### src/design/crc_checked_packet_deframer_assert.svh
// Concurrent check helpers used by the deframer RTL.
// Each macro expects clk and rst_n in scope.
`ifndef CRC_CHECKED_PACKET_DEFRAMER_ASSERT_SVH
`define CRC_CHECKED_PACKET_DEFRAMER_ASSERT_SVH

// Same-cycle implication.
`define CCPD_ASSERT_SAME(lbl, ante, cons, msg) \
    lbl: assert property (@(posedge clk) disable iff (!rst_n) (ante) |-> (cons)) \
        else $error(msg);

// Next-cycle implication.
`define CCPD_ASSERT_NEXT(lbl, ante, cons, msg) \
    lbl: assert property (@(posedge clk) disable iff (!rst_n) (ante) |=> (cons)) \
        else $error(msg);

`endif

### src/design/ccpd_pkg.sv
package ccpd_pkg;

    localparam int SLOT_W = 3;
    localparam int DESC_W = 64;

    localparam logic [7:0] SYNC_A    = 8'h61;
    localparam logic [7:0] SYNC_B    = 8'h2A;
    localparam logic [7:0] SYNC_C    = 8'h3E;
    localparam logic [15:0] CRC_INIT = 16'h00FF;

    localparam logic [1:0] REG_COUNT    = 2'd0;
    localparam logic [1:0] REG_DESC_LOW = 2'd1;
    localparam logic [1:0] REG_DESC_HI  = 2'd2;
    localparam logic [1:0] REG_ACK_MASK = 2'd3;

    typedef enum logic [3:0] {
        ST_HUNT     = 4'd0,
        ST_SYNC_B   = 4'd1,
        ST_SYNC_C   = 4'd2,
        ST_SIZE     = 4'd3,
        ST_TYPE     = 4'd4,
        ST_FLAG     = 4'd5,
        ST_PAYLOAD  = 4'd6,
        ST_CRC_LOW  = 4'd7,
        ST_CRC_HIGH = 4'd8
    } ccpd_state_t;

    typedef struct packed {
        logic              hit;
        logic [SLOT_W-1:0] slot;
    } ccpd_match_t;

    typedef struct packed {
        logic              payload_valid;
        logic [7:0]        payload_index;
        logic [7:0]        payload_byte;
        logic              frame_done;
        logic              crc_ok;
        logic [7:0]        packet_type;
        logic [7:0]        packet_flag;
        logic              type_matched;
        logic [SLOT_W-1:0] matched_slot;
        logic              ack_request;
    } ccpd_result_t;

    // Reflected CCITT step (poly 0x8408), one byte.
    function automatic logic [15:0] crc_step(input logic [15:0] crc, input logic [7:0] data);
        logic [7:0] d;
        d = data ^ crc[7:0];
        d = d ^ {d[3:0], 4'h0};
        return {d, crc[15:8]} ^ {12'h000, d[7:4]} ^ {5'b00000, d, 3'b000};
    endfunction

endpackage

### src/design/ccpd_slot_match.sv
module ccpd_slot_match #(
    parameter int MAX_SLOTS = 8
) (
    input  logic [ccpd_pkg::DESC_W-1:0] descriptors,
    input  logic [3:0]                  registered_count,
    input  logic [7:0]                  packet_type,
    output ccpd_pkg::ccpd_match_t       slot_hit
);
    import ccpd_pkg::*;

    logic [MAX_SLOTS-1:0] eq;

    // Slots at or above the count never hit; counts past MAX_SLOTS saturate naturally.
    always_comb
    begin
        for (int i = 0; i < MAX_SLOTS; i++)
        begin
            eq[i] = (descriptors[8*i +: 8] == packet_type) && (4'(i) < registered_count);
        end
    end

    // Lowest slot wins.
    always_comb
    begin
        slot_hit.hit  = |eq;
        slot_hit.slot = '0;
        for (int i = MAX_SLOTS - 1; i >= 0; i--)
        begin
            if (eq[i])
            begin
                slot_hit.slot = SLOT_W'(i);
            end
        end
    end

endmodule

### src/design/crc_checked_packet_deframer.sv
// A byte taken into the input hold register moves on to the result register, which drives res_valid.
// Throughput: one byte per cycle while res_ready is not stalling; the frame state, CRC step and
// slot compare all sit in the single stage between the input hold register and the result register.
// Back-pressure on res_ready stalls the input hold register, then rx_ready.
// Reset (rst_n low, asynchronous): both stages empty, hunting for sync, CRC at 0x00FF,
// registered_count and descriptors 0, ack_mask 1.
`include "crc_checked_packet_deframer_assert.svh"

module crc_checked_packet_deframer #(
    parameter int MAX_SLOTS = 8
) (
    input  logic        clk,
    input  logic        rst_n,

    input  logic        psel,
    input  logic        penable,
    input  logic        pwrite,
    input  logic [3:0]  paddr,
    input  logic [31:0] pwdata,
    output logic [31:0] prdata,
    output logic        pready,

    input  logic        rx_valid,
    output logic        rx_ready,
    input  logic [7:0]  rx_byte,

    output logic        res_valid,
    input  logic        res_ready,
    output logic        payload_valid,
    output logic [7:0]  payload_index,
    output logic [7:0]  payload_byte,
    output logic        frame_done,
    output logic        crc_ok,
    output logic [7:0]  packet_type,
    output logic [7:0]  packet_flag,
    output logic        type_matched,
    output logic [2:0]  matched_slot,
    output logic        ack_request
);
    import ccpd_pkg::*;

    // Configuration registers
    logic [3:0]  count_reg;
    logic [31:0] desc_low_reg;
    logic [31:0] desc_high_reg;
    logic [7:0]  ack_mask_reg;
    logic        cfg_write;

    // Pipeline
    logic         rx_full_reg;
    logic [7:0]   rx_hold_reg;
    logic         res_valid_reg;
    ccpd_result_t res_reg;
    ccpd_result_t res_next;
    logic         advance;
    logic         rx_take;

    // Frame state
    ccpd_state_t  state_reg, state_next;
    logic [7:0]   length_reg, length_next;
    logic [7:0]   left_reg, left_next;
    logic [7:0]   type_reg, type_next;
    logic [7:0]   flag_reg, flag_next;
    logic [15:0]  crc_reg, crc_next;
    logic [7:0]   cksum_low_reg, cksum_low_next;

    ccpd_match_t  slot_hit;
    logic [15:0]  crc_stepped;
    logic         crc_equal;

    // ------------------------------------------------------------------
    // Configuration port
    // ------------------------------------------------------------------
    assign pready    = 1'b1;
    assign cfg_write = psel && penable && pwrite && pready;

    always_ff @(posedge clk or negedge rst_n)
    begin
        if (!rst_n)
        begin
            count_reg     <= 4'd0;
            desc_low_reg  <= 32'd0;
            desc_high_reg <= 32'd0;
            ack_mask_reg  <= 8'd1;
        end
        else if (cfg_write)
        begin
            case (paddr[3:2])
                REG_COUNT:    count_reg     <= pwdata[3:0];
                REG_DESC_LOW: desc_low_reg  <= pwdata;
                REG_DESC_HI:  desc_high_reg <= pwdata;
                REG_ACK_MASK: ack_mask_reg  <= pwdata[7:0];
                default:      count_reg     <= count_reg;
            endcase
        end
    end

    always_comb
    begin
        case (paddr[3:2])
            REG_COUNT:    prdata = {28'd0, count_reg};
            REG_DESC_LOW: prdata = desc_low_reg;
            REG_DESC_HI:  prdata = desc_high_reg;
            REG_ACK_MASK: prdata = {24'd0, ack_mask_reg};
            default:      prdata = 32'd0;
        endcase
    end

    // ------------------------------------------------------------------
    // Handshake: input hold stage, then result stage
    // ------------------------------------------------------------------
    assign advance  = rx_full_reg && (!res_valid_reg || res_ready);
    assign rx_ready = !rx_full_reg || advance;
    assign rx_take  = rx_valid && rx_ready;

    always_ff @(posedge clk or negedge rst_n)
    begin
        if (!rst_n)
        begin
            rx_full_reg   <= 1'b0;
            res_valid_reg <= 1'b0;
        end
        else
        begin
            if (rx_take)
            begin
                rx_full_reg <= 1'b1;
            end
            else if (advance)
            begin
                rx_full_reg <= 1'b0;
            end

            if (advance)
            begin
                res_valid_reg <= 1'b1;
            end
            else if (res_ready)
            begin
                res_valid_reg <= 1'b0;
            end
        end
    end

    always_ff @(posedge clk)
    begin
        if (rx_take)
        begin
            rx_hold_reg <= rx_byte;
        end
        if (advance)
        begin
            res_reg <= res_next;
        end
    end

    // ------------------------------------------------------------------
    // Frame state machine
    // ------------------------------------------------------------------
    always_ff @(posedge clk or negedge rst_n)
    begin
        if (!rst_n)
        begin
            state_reg     <= ST_HUNT;
            length_reg    <= 8'd0;
            left_reg      <= 8'd0;
            type_reg      <= 8'd0;
            flag_reg      <= 8'd0;
            crc_reg       <= CRC_INIT;
            cksum_low_reg <= 8'd0;
        end
        else if (advance)
        begin
            state_reg     <= state_next;
            length_reg    <= length_next;
            left_reg      <= left_next;
            type_reg      <= type_next;
            flag_reg      <= flag_next;
            crc_reg       <= crc_next;
            cksum_low_reg <= cksum_low_next;
        end
    end

    ccpd_slot_match #(
        .MAX_SLOTS (MAX_SLOTS)
    ) u_slot_match (
        .descriptors      ({desc_high_reg, desc_low_reg}),
        .registered_count (count_reg),
        .packet_type      (type_reg),
        .slot_hit         (slot_hit)
    );

    // Type byte restarts the CRC from the init value.
    assign crc_stepped = crc_step((state_reg == ST_TYPE) ? CRC_INIT : crc_reg, rx_hold_reg);
    assign crc_equal   = ({rx_hold_reg, cksum_low_reg} == crc_reg);

    always_comb
    begin
        state_next     = ST_HUNT;
        length_next    = length_reg;
        left_next      = left_reg;
        type_next      = type_reg;
        flag_next      = flag_reg;
        crc_next       = crc_reg;
        cksum_low_next = cksum_low_reg;
        res_next       = '0;

        case (state_reg)
            ST_HUNT:
            begin
                state_next     = (rx_hold_reg == SYNC_A) ? ST_SYNC_B : ST_HUNT;
                left_next      = 8'd0;
                length_next    = 8'd0;
                flag_next      = 8'd0;
                cksum_low_next = 8'd0;
            end
            ST_SYNC_B:
            begin
                state_next = (rx_hold_reg == SYNC_B) ? ST_SYNC_C : ST_HUNT;
            end
            ST_SYNC_C:
            begin
                state_next = (rx_hold_reg == SYNC_C) ? ST_SIZE : ST_HUNT;
            end
            ST_SIZE:
            begin
                length_next = rx_hold_reg;
                state_next  = ST_TYPE;
            end
            ST_TYPE:
            begin
                type_next = rx_hold_reg;
                crc_next  = crc_stepped;
                // drop empty frames here
                if (length_reg == 8'd0)
                begin
                    state_next = ST_HUNT;
                end
                else
                begin
                    left_next  = length_reg;
                    state_next = ST_FLAG;
                end
            end
            ST_FLAG:
            begin
                flag_next  = rx_hold_reg;
                crc_next   = crc_stepped;
                state_next = ST_PAYLOAD;
            end
            ST_PAYLOAD:
            begin
                res_next.payload_valid = 1'b1;
                res_next.payload_index = length_reg - left_reg;
                res_next.payload_byte  = rx_hold_reg;
                crc_next               = crc_stepped;
                left_next              = left_reg - 8'd1;
                state_next             = (left_reg == 8'd1) ? ST_CRC_LOW : ST_PAYLOAD;
            end
            ST_CRC_LOW:
            begin
                cksum_low_next = rx_hold_reg;
                state_next     = ST_CRC_HIGH;
            end
            ST_CRC_HIGH:
            begin
                res_next.frame_done   = 1'b1;
                res_next.crc_ok       = crc_equal;
                res_next.packet_type  = type_reg;
                res_next.packet_flag  = flag_reg;
                res_next.type_matched = crc_equal && slot_hit.hit;
                res_next.matched_slot = (crc_equal && slot_hit.hit) ? slot_hit.slot : '0;
                res_next.ack_request  = crc_equal && slot_hit.hit && (|(flag_reg & ack_mask_reg));
                state_next            = ST_HUNT;
            end
            default:
            begin
                state_next = ST_HUNT;
            end
        endcase
    end

    // ------------------------------------------------------------------
    // Outputs
    // ------------------------------------------------------------------
    assign res_valid     = res_valid_reg;
    assign payload_valid = res_reg.payload_valid;
    assign payload_index = res_reg.payload_index;
    assign payload_byte  = res_reg.payload_byte;
    assign frame_done    = res_reg.frame_done;
    assign crc_ok        = res_reg.crc_ok;
    assign packet_type   = res_reg.packet_type;
    assign packet_flag   = res_reg.packet_flag;
    assign type_matched  = res_reg.type_matched;
    assign matched_slot  = res_reg.matched_slot;
    assign ack_request   = res_reg.ack_request;

    // ------------------------------------------------------------------
    // Checks
    // ------------------------------------------------------------------
    `CCPD_ASSERT_NEXT(a_payload_emits, advance && (state_reg == ST_PAYLOAD),
        res_valid_reg && res_reg.payload_valid, "payload byte did not produce a payload transaction")
    `CCPD_ASSERT_NEXT(a_frame_end_hunts, advance && (state_reg == ST_CRC_HIGH),
        (state_reg == ST_HUNT) && res_reg.frame_done, "frame end did not report and return to hunt")
    `CCPD_ASSERT_SAME(a_done_excl_payload, res_valid_reg && res_reg.frame_done,
        !res_reg.payload_valid, "frame_done and payload_valid both set")
    `CCPD_ASSERT_SAME(a_match_needs_crc, res_valid_reg && res_reg.type_matched,
        res_reg.crc_ok && res_reg.frame_done, "type match reported without a good checksum")
    `CCPD_ASSERT_SAME(a_ack_needs_match, res_valid_reg && res_reg.ack_request,
        res_reg.type_matched, "ack requested without a type match")

endmodule

### config.mk
export PLATFORM = sky130hd
export DESIGN_NAME = crc_checked_packet_deframer
export DESIGN_NICKNAME = d
export VERILOG_FILES = /design/src/design/ccpd_pkg.sv /design/src/design/ccpd_slot_match.sv /design/src/design/crc_checked_packet_deframer.sv
export VERILOG_INCLUDE_DIRS = /design/src /design/src/design
export SDC_FILE = /design/constraint.sdc
export NUM_CORES = 1
export LEC_CHECK = 0
export ABC_AREA = 1
export ABC_CLOCK_PERIOD_IN_PS = 2600
export BUFFER_PORTS_ARGS = -buffer_cell sky130_fd_sc_hd__buf_4
export CAP_MARGIN = 20
export CORE_UTILIZATION = 58
export CTS_CLUSTER_DIAMETER = 30
export DETAILED_ROUTE_END_ITERATION = 12
export HOLD_SLACK_MARGIN = 0.03
export PLACE_DENSITY = 0.85
export SLEW_MARGIN = 20
export SYNTH_ARGS = -nofsm -noshare
export SYNTH_HDL_FRONTEND = slang
export SYNTH_SLANG_ARGS = --single-unit
export TNS_END_PERCENT = 30
### constraint.sdc
create_clock -name clk -period 2.6 [get_ports clk]
set_input_delay 0.78 -clock clk [delete_from_list [all_inputs] [get_ports clk]]
set_output_delay 0.78 -clock clk [all_outputs]
set_load 0.01 [all_outputs]
==> flow_summary.ini <==
[cells_and_area]
seqCellArea_um2 = 4910
layout-drive-gt1-share_pct = 17.0
nets = 1339
multi_input_area_um2 = 3960
diodes = 0
fillers = 1168
design_area_um2 = 11500
area_growth_pct = 18.6

[timing]
timing.fmax_mhz = 398
fin_crit_sh_pct = 96.7
finalSetupViolCount = 0
clock_skew_ns = 0.00984
slew_violations = 0
rsz0062_at_grt = no
fin_crit_ns = 2.52
relSlewSlack_pct = 63.3
hold_violations = 0
tightest_slew_ns = 0.550
tns_ns = 0

[critical_path]
cp-startpoint = paddr[3]
reg2reg_from = type_reg[5]
endpoint = prdata[5]
regToRegSetupSlack_ns = 0.43
crit_type = in2out
r2r-end = matched_slot[1]
reg2reg_depth = 10
required_ns = 1.82
critPathMaxFanout = 7
worst_setup_path_end_kind = primary output
arrival_ns = 1.74
worstSetupStartpointType = input pin

[global_route]
grt_pass1_vias = 8489
grt_overflow = 0
grt_usage_pct = 31.7
antenna_found_initial = 0
grt_pass1_wl_um = 42700
grt_max_degree = 77

[placement]
globalplace.congestion = 0.918
place_area_um2 = 10900
port_buffers = 122
dp_hpwl_um = 18100

[pwr]
combPwrFrac_pct = 31.4
power_density_nw_per_um2 = 861
power_mw = 9.87
p_sw_mw = 3.68
ir_worst_vdd_mv = 0.672
total_leakage_power_nw = 5.41
power.share.switching_pct = 37.3
seqPwrFrac_pct = 41.8
intPower_mw = 6.18
clockPowerShare_pct = 26.8

[floorplanning]
start_util_pct = 60.2
core_um2 = 16100
top_level_ports = 126
die_height_um = 131
rows = 46
dieArea_um2 = 17200
dieWidth_um = 131

[cts]
clk_pin_slew_ns = 0.07
cts_setup_buffers = 0
cts_root_buffer = clkbuf_16
cts_buffer_depth = 2
clock_sinks = 186
cts_tree = built
ctsHoldBuffers = 0
cts_max_level = 4
clk_latency_ns = 0.44
cts_resized = 0
cts_buffers = 17

[yosys]
synth_cells = 1159
synth_edf_count = 48
ys_seq_area_share_pct = 50.7
async_reset_ff_share_pct = 74.2
ys_warn_count = 0
synth_nets = 1220
synth_area_um2 = 9670
ys_seq_elements = 186
avgSynthCellArea_um2 = 8.34
yosys_most_used_dff = dfrtp_1
ys_types = 45

[drt]
drcViolationCount = 0
wl_per_cell_um = 17.6
drt-initial-drc-count = 1132
vias_per_cell = 5.77
via_count = 8700
routed_wl_um = 26500
ant_nets = 0
drt_first_pass_iters = 5

[worst_hold_path]
hp-class = in2async

[flow_run]
maxCapViolCount = 0

[run_status]
status = complete, no violations
-- power by group through the flow --
stage	Sequential [mW]	Clock (mW)	Combinational, mW
4_1_cts	4.11	2.64	3.04
6_report	4.13	2.64	3.10
3_5_place_dp	4.16	0	2.97
5_1_grt	4.18	2.75	3.39
3_3_place_gp	4.13	0	2.89
2_1_floorplan	3.93	0	2.17
-- per-layer routing --
metal	vias up	global-route usage, %	routed length, um
met3	107	5.63	2270
met5	-	0	0
met2	534	53.3	13100
met1	4063	38.8	9990
li1	3996	-	-
met4	0	17.2	1160
-- critical path: stages --
cell      delay (ns)
buf_4           0.12
nor2_2          0.13
inv_1           0.07
buf_4           0.18
o221ai_1        0.26
buf_4           0.18
-- through the flow --
step / setup slack (ns) / util (%) / hold WS, ns / cells
CTS: 0.0714 / 71.3 / 0.187 / 1507
global route: 0.0267 / 71.4 / 0.196 / 1507
detailed placement: 0.0710 / 67.6 / 0.480 / 1475
finish: 0.0847 / 71.4 / 0.178 / 1507
floorplan: 0.217 / - / 0.453 / 1159
global placement: 0.0853 / 67.6 / 0.469 / 1475
-- cells in the mapped netlist, drive strengths merged (17+ instances only) --
library cell | n | share of area (%)
a21oi | 27 | 1.4
o22ai | 53 | 3.4
inv | 167 | 6.5
clkbuf | 17 | 0.66
nand3 | 34 | 1.8
xnor2 | 23 | 2.2
xor2 | 29 | 3.4
nand2 | 317 | 13
o21ai | 120 | 6.3
nor2 | 99 | 4.2
edfxtp | 48 | 15
nand4 | 22 | 1.4
dfrtp | 129 | 33
buf | 22 | 1.3
-- logic make-up (layout without fill, tap and decap cells) --
family | after synthesis | in the layout | synth area share [%]
multiplexers | 2 | 2 | 0.233
flip-flops | 186 | 186 | 50.7
XOR/XNOR | 52 | 52 | 5.64
adder cells (fa/ha/maj) | 10 | 10 | 1.37
buffers and inverters | 207 | 339 | 8.53
AO/OA/AOI/OAI | 214 | 214 | 12.3
AND/OR/NAND/NOR | 487 | 487 | 21.2
other | 1 | 1 | 0.0388
-- cells in the final DEF (no fill, tap or decap), types with 7 or more instances in the layout --
cell type,n
a21oi_1,27
buf_4,134
clkbuf_16,17
dfrtp_1,129
dfstp_2,9
edfxtp_1,48
ha_1,9
inv_1,160
inv_2,7
nand2_1,308
nand3_1,33
nand4_1,22
nor2_1,90
nor3_1,9
o21ai_0,107
o21ai_1,12
o22ai_1,53
xnor2_1,21
xor2_1,22
-- area by class of cell --
| cell class | instances | share of cell area, % |
|---|---|---|
| Multi-Input combinational cell | 766 | 34.6 |
| Inverter | 168 | 5.50 |
| Clock buffer | 18 | 3.83 |
| Tap cell | 216 | 2.36 |
| Timing Repair Buffer | 139 | 9.57 |
| Sequential cell | 186 | 42.8 |
| Clock inverter | 14 | 1.36 |
-- worst min-delay path by stage --
stage                     slack (ns)  cells after the start            start               end
after global routing            0.20                      1            rst_n  desc_low_reg[30]
after floorplan                 0.45                      2  ack_mask_reg[1]   ack_mask_reg[1]
final                           0.18                      1            rst_n  desc_low_reg[30]
after detailed placement        0.48                      2  ack_mask_reg[6]   ack_mask_reg[6]
after CTS                       0.19                      1            rst_n  desc_low_reg[29]
after global placement          0.47                      2  ack_mask_reg[1]   ack_mask_reg[1]
No activity file was read; power rests on OpenSTA's default activity.
